### src/rtl/mdsp_pkg.sv
// ----------------------------------------------------------------------------
// mdsp_pkg
// Shared types and constants of the slew limited PWM channel block.
// ----------------------------------------------------------------------------
package mdsp_pkg;

  localparam int unsigned DUTY_SCALE = 32766;
  // ceil(2^47 / DUTY_SCALE): the top bits of x * DUTY_RCP from bit 47 up give
  // floor(x / DUTY_SCALE) exactly for every 32-bit x.
  localparam logic [32:0] DUTY_RCP   = 33'd4295229457;
  localparam logic [15:0] SOL_POS    = 16'sd32767;
  localparam logic [15:0] SOL_NEG    = 16'h8001;

  localparam logic [1:0] REG_STEP   = 2'd0;
  localparam logic [1:0] REG_VMIN   = 2'd1;
  localparam logic [1:0] REG_HOLD   = 2'd2;

  localparam logic [1:0] SOL_UNSET  = 2'd0;
  localparam logic [1:0] SOL_OFF    = 2'd1;
  localparam logic [1:0] SOL_ON     = 2'd2;

  // Classified command passed from the front part to the back part.
  typedef struct packed {
    logic [3:0]  channel;
    logic        is_sub;
    logic        is_sol;
    logic [15:0] duty;
    logic [15:0] supply;
    logic [31:0] now_us;
  } mdsp_cmd_t;

  // One result transaction.
  typedef struct packed {
    logic [3:0]  out_channel;
    logic [6:0]  pin_a_level;
    logic [6:0]  pin_b_level;
    logic        direction;
    logic [15:0] applied_duty;
  } mdsp_res_t;

endpackage

### src/rtl/mdsp_if.sv
// ----------------------------------------------------------------------------
// mdsp_cmd_if / mdsp_res_if / mdsp_cfg_if
// Valid/ready channels of the block.
// ----------------------------------------------------------------------------
interface mdsp_cmd_if;
  logic        valid;
  logic        ready;
  logic [3:0]  channel;
  logic [15:0] duty_cmd;
  logic [15:0] supply_mv;
  logic [31:0] now_us;
  modport source (output valid, channel, duty_cmd, supply_mv, now_us, input ready);
  modport sink   (input valid, channel, duty_cmd, supply_mv, now_us, output ready);
endinterface

interface mdsp_res_if;
  logic        valid;
  logic        ready;
  logic [3:0]  out_channel;
  logic [6:0]  pin_a_level;
  logic [6:0]  pin_b_level;
  logic        direction;
  logic [15:0] applied_duty;
  modport source (output valid, out_channel, pin_a_level, pin_b_level, direction,
                  applied_duty, input ready);
  modport sink   (input valid, out_channel, pin_a_level, pin_b_level, direction,
                  applied_duty, output ready);
endinterface

interface mdsp_cfg_if;
  logic        valid;
  logic        ready;
  logic [1:0]  index;
  logic [19:0] data;
  modport source (output valid, index, data, input ready);
  modport sink   (input valid, index, data, output ready);
endinterface

### src/rtl/mdsp_front.sv
// ----------------------------------------------------------------------------
// mdsp_front
// Accepts commands, drops unknown channels, classifies them and feeds a
// two entry queue toward the back part.
// ----------------------------------------------------------------------------
module mdsp_front import mdsp_pkg::*; #(
  parameter int MAIN_CHANNELS = 8,
  parameter int SUB_CHANNELS  = 4
) (
  input  logic       clk,
  input  logic       rst,
  mdsp_cmd_if.sink   cmd,
  output logic       q_valid,
  input  logic       q_pop,
  output mdsp_cmd_t  q_head
);

  localparam int ALL = MAIN_CHANNELS + SUB_CHANNELS;

  mdsp_cmd_t  slot [2];
  logic       wr_ptr, rd_ptr;
  logic [1:0] count;
  logic       push;
  mdsp_cmd_t  item;

  assign cmd.ready = (count != 2'd2);

  // Classify the incoming command.
  always_comb begin
    item.channel = cmd.channel;
    item.is_sub  = (32'(cmd.channel) >= MAIN_CHANNELS);
    item.is_sol  = item.is_sub && (cmd.duty_cmd == SOL_POS || cmd.duty_cmd == SOL_NEG);
    item.duty    = cmd.duty_cmd;
    item.supply  = cmd.supply_mv;
    item.now_us  = cmd.now_us;
  end

  assign push    = cmd.valid && cmd.ready && (32'(cmd.channel) < ALL);
  assign q_valid = (count != 2'd0);
  assign q_head  = slot[rd_ptr];

  // Queue storage.
  always_ff @(posedge clk) begin
    if (push) begin
      slot[wr_ptr] <= item;
    end
  end

  // Queue pointers.
  always_ff @(posedge clk) begin
    if (rst) begin
      wr_ptr <= 1'b0;
      rd_ptr <= 1'b0;
      count  <= 2'd0;
    end else begin
      if (push) wr_ptr <= ~wr_ptr;
      if (q_pop) rd_ptr <= ~rd_ptr;
      count <= count + {1'b0, push} - {1'b0, q_pop};
    end
  end

  a_no_overflow: assert property (@(posedge clk) disable iff (rst)
    count == 2'd2 |-> !push) else $error("queue overflow");
  a_no_underflow: assert property (@(posedge clk) disable iff (rst)
    q_pop |-> count != 2'd0) else $error("queue underflow");
  a_count_range: assert property (@(posedge clk) disable iff (rst)
    count != 2'd3) else $error("queue count out of range");

endmodule

### src/rtl/mdsp_div.sv
// ----------------------------------------------------------------------------
// mdsp_div
// Restoring divider, one quotient bit per cycle.
// ----------------------------------------------------------------------------
module mdsp_div (
  input  logic        clk,
  input  logic        rst,
  input  logic        start,
  input  logic [47:0] num,
  input  logic [31:0] den,
  output logic        done,
  output logic [47:0] quo,
  output logic [31:0] rem
);

  logic [5:0]  cnt;
  logic        busy;
  logic [32:0] trial;

  assign trial = {rem, quo[47]} - {1'b0, den};

  always_ff @(posedge clk) begin
    if (rst) begin
      busy <= 1'b0;
      done <= 1'b0;
      cnt  <= 6'd0;
    end else begin
      done <= 1'b0;
      if (start) begin
        busy <= 1'b1;
        cnt  <= 6'd47;
      end else if (busy) begin
        if (cnt == 6'd0) begin
          busy <= 1'b0;
          done <= 1'b1;
        end
        cnt <= cnt - 6'd1;
      end
    end
  end

  // Shift one numerator bit in per cycle.
  always_ff @(posedge clk) begin
    if (start) begin
      quo <= num;
      rem <= 32'd0;
    end else if (busy) begin
      if (!trial[32]) begin
        rem <= trial[31:0];
        quo <= {quo[46:0], 1'b1};
      end else begin
        rem <= {rem[30:0], quo[47]};
        quo <= {quo[46:0], 1'b0};
      end
    end
  end

endmodule

### src/rtl/mdsp_back.sv
// ----------------------------------------------------------------------------
// mdsp_back
// Executes one command: slew limit, level computation through the shared
// divider, pin and solenoid state update, and the result register.
// ----------------------------------------------------------------------------
module mdsp_back import mdsp_pkg::*; #(
  parameter int MAIN_CHANNELS = 8,
  parameter int SUB_CHANNELS  = 4,
  parameter int PWM_WRAP      = 124
) (
  input  logic       clk,
  input  logic       rst,
  mdsp_cfg_if.sink   cfg,
  input  logic       q_valid,
  output logic       q_pop,
  input  mdsp_cmd_t  q_head,
  mdsp_res_if.source res
);

  localparam int ALL  = MAIN_CHANNELS + SUB_CHANNELS;
  localparam int SUBN = (SUB_CHANNELS > 0) ? SUB_CHANNELS : 1;
  localparam int SW   = (SUBN > 1) ? $clog2(SUBN) : 1;
  localparam logic [16:0] FULL = 17'(PWM_WRAP + 1);

  localparam logic [2:0] ST_IDLE = 3'd0;
  localparam logic [2:0] ST_MUL  = 3'd1;
  localparam logic [2:0] ST_DIV1 = 3'd2;
  localparam logic [2:0] ST_MUL2 = 3'd3;
  localparam logic [2:0] ST_DIV2 = 3'd4;
  localparam logic [2:0] ST_OUT  = 3'd5;
  localparam logic [2:0] ST_RCP  = 3'd6;

  logic [14:0] step_limit;
  logic [15:0] vmin;
  logic [19:0] hold_us;

  logic signed [15:0] last_duty [ALL];
  logic [6:0]  held_a [ALL];
  logic [6:0]  held_b [ALL];
  logic        on_b [SUBN];
  logic [1:0]  sol_st [SUBN];
  logic [31:0] sw_time [SUBN];

  logic [2:0]  state;
  mdsp_cmd_t   cur;
  logic [15:0] s_eff;
  logic signed [15:0] nd;
  logic [15:0] nmag;
  logic [47:0] prod;
  logic [64:0] rq;
  logic        dv_start, dv_done;
  logic [47:0] dv_num, dv_quo;
  logic [31:0] dv_den, dv_rem;
  logic [SW-1:0] sidx;
  logic [16:0] lvl;

  // Derived values of the head command.
  logic [15:0] s_raw;
  logic signed [15:0] prev, hd;
  logic signed [16:0] diff;
  logic [16:0] dmag;
  logic signed [16:0] lim;
  logic signed [15:0] d_app;

  assign cfg.ready = 1'b1;

  // Configuration registers.
  always_ff @(posedge clk) begin
    if (rst) begin
      step_limit <= 15'd100;
      vmin       <= 16'd22800;
      hold_us    <= 20'd20000;
    end else if (cfg.valid) begin
      unique case (cfg.index)
        REG_STEP: step_limit <= cfg.data[14:0];
        REG_VMIN: vmin       <= cfg.data[15:0];
        REG_HOLD: hold_us    <= cfg.data;
        default: ;
      endcase
    end
  end

  // Slew limit and supply floor of the head command.
  always_comb begin
    hd    = q_head.duty;
    prev  = last_duty[q_head.channel];
    diff  = 17'(hd) - 17'(prev);
    dmag  = diff[16] ? -diff : diff;
    lim   = hd < prev ? -$signed({2'b0, step_limit}) : $signed({2'b0, step_limit});
    d_app = (dmag > {2'b0, step_limit}) ? 16'(17'(prev) + lim) : hd;
    s_raw = (q_head.supply < vmin) ? vmin : q_head.supply;
  end

  assign sidx = SW'(32'(cur.channel) - MAIN_CHANNELS);

  mdsp_div u_div (
    .clk (clk), .rst (rst), .start (dv_start), .num (dv_num), .den (dv_den),
    .done (dv_done), .quo (dv_quo), .rem (dv_rem)
  );

  assign res.out_channel  = cur.channel;
  assign res.applied_duty = cur.is_sol ? 16'd0 : nd;

  // Sequencer.
  always_ff @(posedge clk) begin
    logic [31:0] elapsed;
    logic [16:0] c;
    if (rst) begin
      state     <= ST_IDLE;
      q_pop     <= 1'b0;
      dv_start  <= 1'b0;
      res.valid <= 1'b0;
      for (int i = 0; i < ALL; i++) begin
        last_duty[i] <= '0;
        held_a[i] <= (i < MAIN_CHANNELS) ? 7'd0 : FULL[6:0];
        held_b[i] <= (i < MAIN_CHANNELS) ? 7'd0 : FULL[6:0];
      end
      for (int i = 0; i < SUBN; i++) begin
        on_b[i] <= 1'b0;
        sol_st[i] <= SOL_UNSET;
        sw_time[i] <= '0;
      end
    end else begin
      q_pop    <= 1'b0;
      dv_start <= 1'b0;
      if (res.valid && res.ready) res.valid <= 1'b0;
      unique case (state)
        ST_IDLE: begin
          if (q_valid && !q_pop && !res.valid) begin
            q_pop <= 1'b1;
            cur   <= q_head;
            s_eff <= (s_raw == 16'd0) ? 16'd1 : s_raw;
            nd    <= d_app;
            nmag  <= d_app[15] ? 16'(-d_app) : d_app;
            if (q_head.is_sol) begin
              elapsed = q_head.now_us - sw_time[SW'(32'(q_head.channel) - MAIN_CHANNELS)];
              if (elapsed >= {12'd0, hold_us}) state <= ST_OUT;
            end else if (hd != prev) begin
              state <= ST_MUL;
            end
          end
        end
        ST_MUL: begin
          // Main: FULL*|d| / 32766, then * vmin / s.  Sub: FULL minus FULL*|d|*vmin / (32766*s), rounded up.
          prod  <= 48'(FULL) * 48'(nmag);
          state <= ST_MUL2;
        end
        ST_MUL2: begin
          if (cur.is_sub) begin
            dv_num   <= 48'(prod[31:0]) * 48'(vmin) + 48'(DUTY_SCALE * s_eff) - 48'd1;
            dv_den   <= 32'(DUTY_SCALE) * 32'(s_eff);
            dv_start <= 1'b1;
            state    <= ST_DIV1;
          end else begin
            // Division by the fixed duty scale through its reciprocal.
            rq    <= 65'(prod[31:0]) * 65'(DUTY_RCP);
            state <= ST_RCP;
          end
        end
        ST_RCP: begin
          dv_num   <= 48'(rq[63:47]) * 48'(vmin);
          dv_den   <= 32'(s_eff);
          dv_start <= 1'b1;
          state    <= ST_DIV2;
        end
        ST_DIV1: begin
          if (dv_done) begin
            c = (dv_quo >= 48'(FULL)) ? FULL : dv_quo[16:0];
            lvl <= FULL - c;
            state <= ST_OUT;
          end
        end
        ST_DIV2: begin
          if (dv_done) begin
            lvl   <= dv_quo[16:0];
            state <= ST_OUT;
          end
        end
        ST_OUT: begin
          res.valid <= 1'b1;
          state     <= ST_IDLE;
          res.direction <= 1'b0;
          if (cur.is_sol) begin
            if (sol_st[sidx] == (cur.duty[15] ? SOL_OFF : SOL_ON)) begin
              res.pin_a_level <= FULL[6:0];
              res.pin_b_level <= FULL[6:0];
              held_a[cur.channel] <= FULL[6:0];
              held_b[cur.channel] <= FULL[6:0];
            end else begin
              res.pin_a_level <= cur.duty[15] ? 7'd0 : FULL[6:0];
              res.pin_b_level <= cur.duty[15] ? FULL[6:0] : 7'd0;
              held_a[cur.channel] <= cur.duty[15] ? 7'd0 : FULL[6:0];
              held_b[cur.channel] <= cur.duty[15] ? FULL[6:0] : 7'd0;
              sw_time[sidx] <= cur.now_us;
              sol_st[sidx]  <= cur.duty[15] ? SOL_OFF : SOL_ON;
            end
          end else if (!cur.is_sub) begin
            held_a[cur.channel] <= lvl[6:0];
            held_b[cur.channel] <= 7'd0;
            last_duty[cur.channel] <= nd;
            res.pin_a_level <= lvl[6:0];
            res.pin_b_level <= 7'd0;
            res.direction   <= nd[15];
          end else begin
            logic pb;
            logic [6:0] na, nb;
            logic signed [15:0] pv;
            pv = last_duty[cur.channel];
            pb = on_b[sidx];
            na = held_a[cur.channel];
            nb = held_b[cur.channel];
            if ((nd <= 0 && pv >= 0) || (nd >= 0 && pv <= 0)) begin
              if (nd > 0) begin
                pb = 1'b0;
                nb = FULL[6:0];
              end else if (nd < 0) begin
                pb = 1'b1;
                na = FULL[6:0];
              end
            end
            if (pb) nb = lvl[6:0];
            else na = lvl[6:0];
            on_b[sidx] <= pb;
            held_a[cur.channel] <= na;
            held_b[cur.channel] <= nb;
            last_duty[cur.channel] <= nd;
            res.pin_a_level <= na;
            res.pin_b_level <= nb;
          end
        end
        default: state <= ST_IDLE;
      endcase
    end
  end

  a_pop_idle: assert property (@(posedge clk) disable iff (rst)
    q_pop |-> $past(state) == ST_IDLE) else $error("pop outside idle");
  a_out_once: assert property (@(posedge clk) disable iff (rst)
    state == ST_OUT |=> res.valid) else $error("result not raised");
  a_div_wait: assert property (@(posedge clk) disable iff (rst)
    dv_start |-> state == ST_DIV1 || state == ST_DIV2) else $error("divider misuse");

endmodule

### src/rtl/motor_duty_slew_pwm_channels.sv
// ----------------------------------------------------------------------------
// motor_duty_slew_pwm_channels
// Slew limited PWM driver with supply compensation for main and sub channels.
// ----------------------------------------------------------------------------
// Channel  Dir  Contents
// cmd      in   channel, duty_cmd, supply_mv, now_us
// res      out  out_channel, pin_a_level, pin_b_level, direction, applied_duty
// cfg      in   index, data (step limit, min supply, solenoid hold)
//
// A main channel command goes through a reciprocal multiply and one 48-step
// division, a sub channel command through one division, and a solenoid or
// repeated command through neither. Reset is synchronous and restores all
// channel state. A two entry queue buffers up to two commands while the
// result register waits on a stalled sink.
module motor_duty_slew_pwm_channels import mdsp_pkg::*; #(
  parameter int MAIN_CHANNELS = 8,
  parameter int SUB_CHANNELS  = 4,
  parameter int PWM_WRAP      = 124
) (
  input logic        clk,
  input logic        rst,
  mdsp_cmd_if.sink   cmd,
  mdsp_res_if.source res,
  mdsp_cfg_if.sink   cfg
);

  logic      q_valid, q_pop;
  mdsp_cmd_t q_head;

  mdsp_front #(.MAIN_CHANNELS(MAIN_CHANNELS), .SUB_CHANNELS(SUB_CHANNELS)) u_front (
    .clk (clk), .rst (rst), .cmd (cmd),
    .q_valid (q_valid), .q_pop (q_pop), .q_head (q_head)
  );

  mdsp_back #(.MAIN_CHANNELS(MAIN_CHANNELS), .SUB_CHANNELS(SUB_CHANNELS),
              .PWM_WRAP(PWM_WRAP)) u_back (
    .clk (clk), .rst (rst), .cfg (cfg),
    .q_valid (q_valid), .q_pop (q_pop), .q_head (q_head), .res (res)
  );

endmodule

### src/flat_wrapper.sv
// flat-port wrapper written by rule: the top's interface ports become plain ports
module motor_duty_slew_pwm_channels_flat import mdsp_pkg::*;
#(
  parameter int MAIN_CHANNELS = 8,
  parameter int SUB_CHANNELS  = 4,
  parameter int PWM_WRAP      = 124
)
  (clk, rst, cmd_valid, cmd_channel, cmd_duty_cmd, cmd_supply_mv, cmd_now_us, cmd_ready, res_valid, res_out_channel, res_pin_a_level, res_pin_b_level, res_direction, res_applied_duty, res_ready, cfg_valid, cfg_index, cfg_data, cfg_ready);
  mdsp_cmd_if cmd_i ();
  mdsp_res_if res_i ();
  mdsp_cfg_if cfg_i ();
  input logic clk;
  input logic rst;
  input wire logic [$bits(cmd_i.valid)-1:0] cmd_valid;
  input wire logic [$bits(cmd_i.channel)-1:0] cmd_channel;
  input wire logic [$bits(cmd_i.duty_cmd)-1:0] cmd_duty_cmd;
  input wire logic [$bits(cmd_i.supply_mv)-1:0] cmd_supply_mv;
  input wire logic [$bits(cmd_i.now_us)-1:0] cmd_now_us;
  output wire logic [$bits(cmd_i.ready)-1:0] cmd_ready;
  output wire logic [$bits(res_i.valid)-1:0] res_valid;
  output wire logic [$bits(res_i.out_channel)-1:0] res_out_channel;
  output wire logic [$bits(res_i.pin_a_level)-1:0] res_pin_a_level;
  output wire logic [$bits(res_i.pin_b_level)-1:0] res_pin_b_level;
  output wire logic [$bits(res_i.direction)-1:0] res_direction;
  output wire logic [$bits(res_i.applied_duty)-1:0] res_applied_duty;
  input wire logic [$bits(res_i.ready)-1:0] res_ready;
  input wire logic [$bits(cfg_i.valid)-1:0] cfg_valid;
  input wire logic [$bits(cfg_i.index)-1:0] cfg_index;
  input wire logic [$bits(cfg_i.data)-1:0] cfg_data;
  output wire logic [$bits(cfg_i.ready)-1:0] cfg_ready;
  assign cmd_i.valid = cmd_valid;
  assign cmd_i.channel = cmd_channel;
  assign cmd_i.duty_cmd = cmd_duty_cmd;
  assign cmd_i.supply_mv = cmd_supply_mv;
  assign cmd_i.now_us = cmd_now_us;
  assign cmd_ready = cmd_i.ready;
  assign res_valid = res_i.valid;
  assign res_out_channel = res_i.out_channel;
  assign res_pin_a_level = res_i.pin_a_level;
  assign res_pin_b_level = res_i.pin_b_level;
  assign res_direction = res_i.direction;
  assign res_applied_duty = res_i.applied_duty;
  assign res_i.ready = res_ready;
  assign cfg_i.valid = cfg_valid;
  assign cfg_i.index = cfg_index;
  assign cfg_i.data = cfg_data;
  assign cfg_ready = cfg_i.ready;
  motor_duty_slew_pwm_channels #(.MAIN_CHANNELS(MAIN_CHANNELS), .SUB_CHANNELS(SUB_CHANNELS), .PWM_WRAP(PWM_WRAP)) u_core (.clk(clk), .rst(rst), .cmd(cmd_i), .res(res_i), .cfg(cfg_i));
endmodule
### config.mk
export PLATFORM = sky130hd
export DESIGN_NAME = motor_duty_slew_pwm_channels_flat
export DESIGN_NICKNAME = d
export VERILOG_FILES = /design/src/rtl/mdsp_pkg.sv /design/src/rtl/mdsp_if.sv /design/src/rtl/mdsp_front.sv /design/src/rtl/mdsp_div.sv /design/src/rtl/mdsp_back.sv /design/src/rtl/motor_duty_slew_pwm_channels.sv /design/src/flat_wrapper.sv
export SDC_FILE = /design/constraint.sdc
export NUM_CORES = 2
export LEC_CHECK = 0
export ABC_AREA = 1
export BUFFER_PORTS_ARGS = -buffer_cell sky130_fd_sc_hd__clkbuf_2
export CAP_MARGIN = 20
export CORE_ASPECT_RATIO = 1.2
export CORE_MARGIN = 8
export CORE_UTILIZATION = 46
export DETAILED_ROUTE_END_ITERATION = 8
export PLACE_DENSITY_LB_ADDON = 0.3
export SYNTH_ARGS = -nofsm -noshare
export SYNTH_HDL_FRONTEND = slang
export SYNTH_SLANG_ARGS = --single-unit
### constraint.sdc
create_clock -name clk -period 9.5 [get_ports clk]
set_clock_uncertainty 0.05 [all_clocks]
set_input_delay 0.475 -clock clk [delete_from_list [all_inputs] [get_ports clk]]
set_output_delay 0.475 -clock clk [all_outputs]
set_load 0.02 [all_outputs]
# Word-level counts from Yosys, hierarchy flattened
# Memory sizes are Yosys's and may differ from the RTL's. A register that Yosys moved wholly into a read port is not among the register bits.
# Index checks and enable logic that the tools add are counted.
dict set report classes {
  add_sub_neg 15
  multipliers 6
  order_cmp 13
  n_eq_ne 20
  muxes 120
  bitwise 13
  n_reduce_logical 42
}
# op n
set ops {}
lappend ops {{2-to-1 mux 7 bit} 34}
lappend ops {{2-to-1 mux 48 bit} 3}
lappend ops {{2-to-1 mux 16 bit} 6}
lappend ops {{2-to-1 mux 32 bit} 3}
lappend ops {{case mux 48 bit (2 select lines)} 1}
lappend ops {{case mux 32 bit (2 select lines)} 1}
lappend ops {{multiplier 14 x 16 -> 30 bit, first input constant} 2}
lappend ops {{multiplier 23 x 33 -> 56 bit, second input constant} 1}
lappend ops {{greater-or-equal comparator 48 x 7 -> 1 bit, second input constant} 1}
lappend ops {{2-to-1 mux 1 bit} 48}
lappend ops {{subtractor 40 x 1 -> 41 bit, second input constant} 1}
lappend ops {{adder 39 x 31 -> 40 bit} 1}
lappend ops {{multiplier 23 x 16 -> 39 bit} 1}
lappend ops {{subtractor 33 x 32 -> 33 bit} 1}
lappend ops {{greater-or-equal comparator 16 x 1 -> 1 bit, second input constant} 2}
lappend ops {{greater-or-equal comparator 32 x 20 -> 1 bit} 1}
lappend ops {{<= comparator 16 x 1 -> 1 bit, second input constant} 2}
lappend ops {{less-than comparator 16 bit} 2}
lappend ops {{OR reduction 32 bit} 1}
lappend ops {{subtractor 32 bit} 1}
lappend ops {{multiplier 9 x 16 -> 25 bit} 1}
lappend ops {{2-to-1 mux 4 bit} 6}
lappend ops {{multiplier 7 x 16 -> 23 bit, first input constant} 1}
lappend ops {{2-to-1 mux 3 bit} 6}
lappend ops {{other kinds (52)} 102}
dict set report word_totals {
  regBits 432
  ram_bits 640
  in_bits 95
  elab_cells 269
  mem_count 7
}
# memory depth word_bits read_ports rd_clocked_by_memory_dff wr line
set mem_list {}
lappend mem_list {u_core.u_back.last_duty 12 16 2 1 12 mdsp_back.sv:37} ;# logic signed [15:0] last_duty [ALL];
lappend mem_list {u_core.u_front.slot 2 70 1 1 1 mdsp_front.sv:20} ;# mdsp_cmd_t slot [2];
lappend mem_list {u_core.u_back.sw_time 4 32 1 0 4 mdsp_back.sv:42} ;# logic [31:0] sw_time [SUBN];
lappend mem_list {u_core.u_back.held_a 12 7 1 1 12 mdsp_back.sv:38} ;# logic [6:0] held_a [ALL];
lappend mem_list {u_core.u_back.held_b 12 7 1 1 12 mdsp_back.sv:39} ;# logic [6:0] held_b [ALL];
lappend mem_list {u_core.u_back.sol_st 4 2 1 0 4 mdsp_back.sv:41} ;# logic [1:0] sol_st [SUBN];
lappend mem_list {{1 more memories} - - - - - -}

# Longest topological paths before layout
# An unclocked memory read counts as a cell.
dict set report logic_depth {
  ltp_word 16
  ltp_mapped 52
  depth_no_buf 48
}

# Hierarchy
# Synthesis repeated with hierarchy kept, for this count alone.
dict set report unflattened {
  hier_cells 9333
  area_unflattened_um2 84414.7
}
# mod n_inst cells_per_inst area_per_inst_um2 seq_area_each_um2
set modules_own_cells {}
lappend modules_own_cells {mdsp_back 1 7978 71867.7 26205.1}
lappend modules_own_cells {mdsp_div 1 1074 6779.0 2242.2}
lappend modules_own_cells {mdsp_front 1 281 5768.0 4304.1}

# Worst setup path after synthesis
# No wires, ideal clock.
dict set report synth_timing {
  path_type {reg2reg}
  from {register u_core.u_back.s_eff[6]}
  to {register u_core.u_back.dv_num[30], data pin}
  t_arrival_ns 9.412
  path_slack_ns -0.217
  path_stages_with_launch 45
  cell_sequence {edfxtp_1 -> inv_1 -> fa_1 -> inv_1 -> fa_1 -> inv_1 -> fa_1 -> fa_1 -> inv_1 -> fa_1 -> inv_1 -> fa_1 -> inv_1 -> ha_1 -> nand2_1 -> nor3_1 -> nand2_1 -> o211ai_1 -> [9 not listed] -> fa_1 -> inv_1 -> fa_1 -> fa_1 -> fa_1 -> inv_1 -> ha_1 -> nand2_1 -> nor2_1 -> nand2_1 -> o21ai_0 -> a21oi_1 -> o21ai_0 -> nand2_1 -> nand2_1 -> a21o_1 -> a21oi_1 -> o21a_1}
}
dict set report synth_via {
  elab_chain_len 5
}
# item line
set synth_lines {}
lappend synth_lines {{start: declaration} mdsp_back.sv:46} ;# logic [15:0] s_eff;
lappend synth_lines {{start signal: assignment} mdsp_back.sv:132} ;# s_eff <= (s_raw == 16'd0) ? 16'd1 : s_raw;
lappend synth_lines {{multiplier 14 x 16 -> 30 bit} mdsp_back.sv:150} ;# dv_num <= 48'(prod[31:0]) * 48'(vmin) + 48'(DUTY_SCALE * s_eff) - 48'd1;
lappend synth_lines {{adder 39 x 31 -> 40 bit} mdsp_back.sv:150}
lappend synth_lines {{subtractor 40 x 1 -> 41 bit} mdsp_back.sv:150}
lappend synth_lines {{2-to-1 mux 48 bit} mdsp_back.sv:149} ;# if (cur.is_sub) begin
lappend synth_lines {{case mux 48 bit (2 select lines)} mdsp_back.sv:127} ;# unique case (state)
lappend synth_lines {{end signal: assignment} mdsp_back.sv:150}
lappend synth_lines {{end signal: assignment} mdsp_back.sv:161} ;# dv_num <= 48'(rq[63:47]) * 48'(vmin);
lappend synth_lines {{end: declaration} mdsp_back.sv:52} ;# logic [47:0] dv_num, dv_quo;
# Every way passes these cells. The select of a mux whose other input is x is not followed.
# A chain may end at the register's enable or synchronous reset.

# Final worst setup path
dict set report layout_timing {
  from {register u_core.u_back.s_eff[5]}
  to {register u_core.u_back.dv_num[32], data pin}
}
# The elaborated chain is that of the path after synthesis.

==> results.md <==
* GRT overflow at 0
* CTS HTree Levels at 3
* Total CTS buffers at ~120
* Dpl hpwl at between 150000 and 200000 um
* Clk Latency, worst-skew pair at about 0.80 ns
* CP required at between 9 and 10 ns
* Worst Slack Setup Final at -0.05770 ns
* Worst setup SP type: flip-flop
* Mapped cell area at around 83000 um^2
* Max_cap viols at 0
* All-Layer GR Usage at 0.2466
* Worst path most repeated cell: fa_1
* Synthesized instance count at about 9000
* FF+latch count, synth at about 1100
* Starting Density at 0.4610
* Most common cell after layout, fill and taps aside: nand2_1
* Max Freq at roughly 100 MHz
* Critical path class: flip-flop to flip-flop
* CP Capture Type: flip-flop
* Row cnt at 171
* Hold WC Path Type: input pin to flip-flop
* Worst Tran Pin Value at between 1 and 1.5 ns
* EDFF count, synth at ~1000
* CTS tree: yes
* DIE HEIGHT at 481.7 um
* Layout cells sized above 1 at 0.1016
* Port Buffers at approximately 130
* Syn_nets at 10480
* Core box area at 180400 um^2
* GP Congestion at 0.9196
* Avg WL per Cell at approximately 20 um
* RR Startpoint: u_core.u_back.s_eff[5]$_SDFFCE_PN0P_
* Count of cell types in the netlist at 66
* CP max stage cell: fa_1
* CP max stage delay at 0.56 ns
* I/O Pins at ~130
* Drt pass-1 iters at 7
* Hold Fails Final Rpt at 0
* Max-slew violations at 0
* Crit path launch: u_core.u_back.s_eff[5]$_SDFFCE_PN0P_
* Die X at 404.1 um
* Mean Syn Cell Area at roughly 9.1 um^2
* HP Start: cfg_data[13]
* Crit-path max FO at 4
* RSZ-0062 raised after global routing: true
* Largest net degree at the start of global routing at 187
* Fill cell count at approximately 16000
* Relative slew slack at 0.2071
* Setup Viol. Count Final at 6
* Total wire length at between 200000 and 250000 um
* CTS sink count at ~1100
* Sequential share of the synthesized area at 0.3939
* Synth warn at 0
* Most frequent cells in the layout: 1772 x nand2_1, 1467 x inv_1, 1020 x edfxtp_1
* Crit path time final at ~9.6 ns
* Dpl ws at -0.5490 ns
* ANT nets after route at 0
* Via Count at roughly 66000
* Post-synth top flop: edfxtp_1
* Via/cell ratio at about 5.5
* Clock slew at reported path FFs at 0.07 ns
* Global-route wire length before repair at 375600 um
* Clock root cell: clkbuf_16
* Final period utilization at 1.006
* Violated checks: setup timing
* 1st-iter DRT viols at about 6000
* Fraction of registers with async set or reset after synthesis at 0
* Critical Path AT at roughly 10 ns
* Initial antenna violation count at 9
* Die area at between 150000 and 200000 um^2
* Vias in the first global route at 66358
* Area Overhead vs Synth at 12.53%
* Status: complete, but fails checks
* Worst Hold Slack at 0.07711 ns
* Residual DRC at 0
* Nets@finish at around 11000
* Clock Tree Buf Depth at 3
[area by class of cell]
class / instances / area (um^2) / share of cell area
clock inverters: 73 / 700.7 / 0.007489
clock buffers: 147 / 3123 / 0.03338
diodes: 6 / 15.01 / 0.0001605
inverters: 1509 / 5674 / 0.06065
multi-input cells: 6105 / 43790 / 0.4680
well taps: 2422 / 3030 / 0.03239
repair buffers: 596 / 4452 / 0.04758
flip-flops and latches: 1126 / 32770 / 0.3503
[critical path, delay by kind of cell (launching register included)]
kind | cells | cell delay (ns)
xor gates and xnor gates | 1 | 0.08
AOI/OAI and AO/OA | 11 | 1.63
adders and majority gates | 13 | 5.79
buffers and inverters | 10 | 0.71
DFF | 1 | 0.47
and+or+nand+nor | 7 | 0.61
[synth_stat cells, types with 15 or more instances]
| cell type | number | area share |
|---|---|---|
| o211ai_1 | 73 | 0.0066 |
| or2_2 | 31 | 0.0023 |
| buf_1 | 34 | 0.0015 |
| buf_4 | 15 | 0.0014 |
| fa_1 | 622 | 0.15 |
| nand3_1 | 188 | 0.011 |
| o22ai_1 | 53 | 0.0040 |
| nand2_2 | 17 | 0.0013 |
| nor3_1 | 88 | 0.0053 |
| o21ai_0 | 628 | 0.038 |
| ha_1 | 579 | 0.087 |
| nand2_1 | 1798 | 0.081 |
| a32o_1 | 42 | 0.0051 |
| edfxtp_1 | 1020 | 0.37 |
| dfxtp_1 | 106 | 0.026 |
| o221ai_1 | 58 | 0.0061 |
| xnor2_1 | 58 | 0.0061 |
| clkbuf_1 | 343 | 0.015 |
| a21oi_1 | 435 | 0.026 |
| inv_1 | 1492 | 0.067 |
| a21o_1 | 15 | 0.0014 |
| a31oi_1 | 29 | 0.0022 |
| buf_2 | 42 | 0.0025 |
| xor2_1 | 115 | 0.012 |
| nor4_1 | 30 | 0.0023 |
| o21a_1 | 29 | 0.0026 |
| nand4_1 | 59 | 0.0044 |
| nor2_1 | 1004 | 0.045 |
[registers in the layout, summed over array words and instances (netlist names), 20 cells and up, named ones only]
name	cells
u_core.u_back.prod	23
u_core.u_front.slot	140
u_core.u_back.sw_time	128
u_core.u_back.held_b	112
u_core.u_back.dv_num	41
u_core.u_back.hold_us	20
u_core.u_back.last_duty	256
u_core.u_back.u_div.quo	48
u_core.u_back.cur	35
u_core.u_back.held_a	112
u_core.u_back.u_div.rem	32
u_core.u_back.dv_den	31
[repair_timing]
action,CTS,global route
setup buffers,13,12
hold endpoints to repair,164,0
setup endpoints to repair,22,29
resized for setup,126,65
pin swaps,70,63
hold buffers,87,0
[cells by family (layout without fill, tap and decap cells)]
| logic type | after synthesis | count (layout) | share of synthesized area |
|---|---|---|---|
| DFF | 1126 | 1126 | 0.3939 |
| other | 1 | 7 | 0.00004510 |
| and+or+nand+nor | 3257 | 3257 | 0.1575 |
| buffers and inverters | 1953 | 2325 | 0.09039 |
| adders and majority gates | 1201 | 1201 | 0.2369 |
| xor gates and xnor gates | 174 | 174 | 0.01842 |
| AOI/OAI and AO/OA | 1469 | 1469 | 0.1024 |
| muxes | 3 | 3 | 0.0003612 |
[through the flow]
| step | setup TNS (ns) | instances | cell area [um^2] | utilization |
|---|---|---|---|---|
| CTS | -1.822 | 11964 | 93170 | 0.5166 |
| detailed placement | -8.914 | 11644 | 87810 | 0.4869 |
| floorplan | 0 | 9184 | 83160 | - |
| global route | -7.953 | 11980 | 93540 | 0.5186 |
| global placement | -7.627 | 11641 | 87770 | 0.4866 |
| finish | -0.1890 | 11984 | 93550 | 0.5187 |
[routing by layer]
metal,up-vias,GRT usage,part of all wire
met5,-,0,0.000069
met4,4,0.09476,0.039
met3,533,0.03966,0.078
met2,2533,0.4228,0.48
met1,32288,0.3134,0.40
li1,30407,-,-
[worst paths after layout]
path | end | slack (ns) | cells past startpoint
max | u_core.u_back.dv_num[32]$_SDFFCE_PP0P_ | -0.06 | 42
min | u_core.u_back.hold_us[13]$_SDFFE_PP0P_ | 0.08 | 3
max reg2reg | u_core.u_back.dv_num[32]$_SDFFCE_PP0P_ | -0.06 | 42
min reg2reg | u_core.u_back.u_div.rem[19]$_SDFFE_PP0P_ | 0.42 | 2
Power is not shown: default switching activity piles up to over one toggle a cycle in this logic, so the estimate is an artifact.
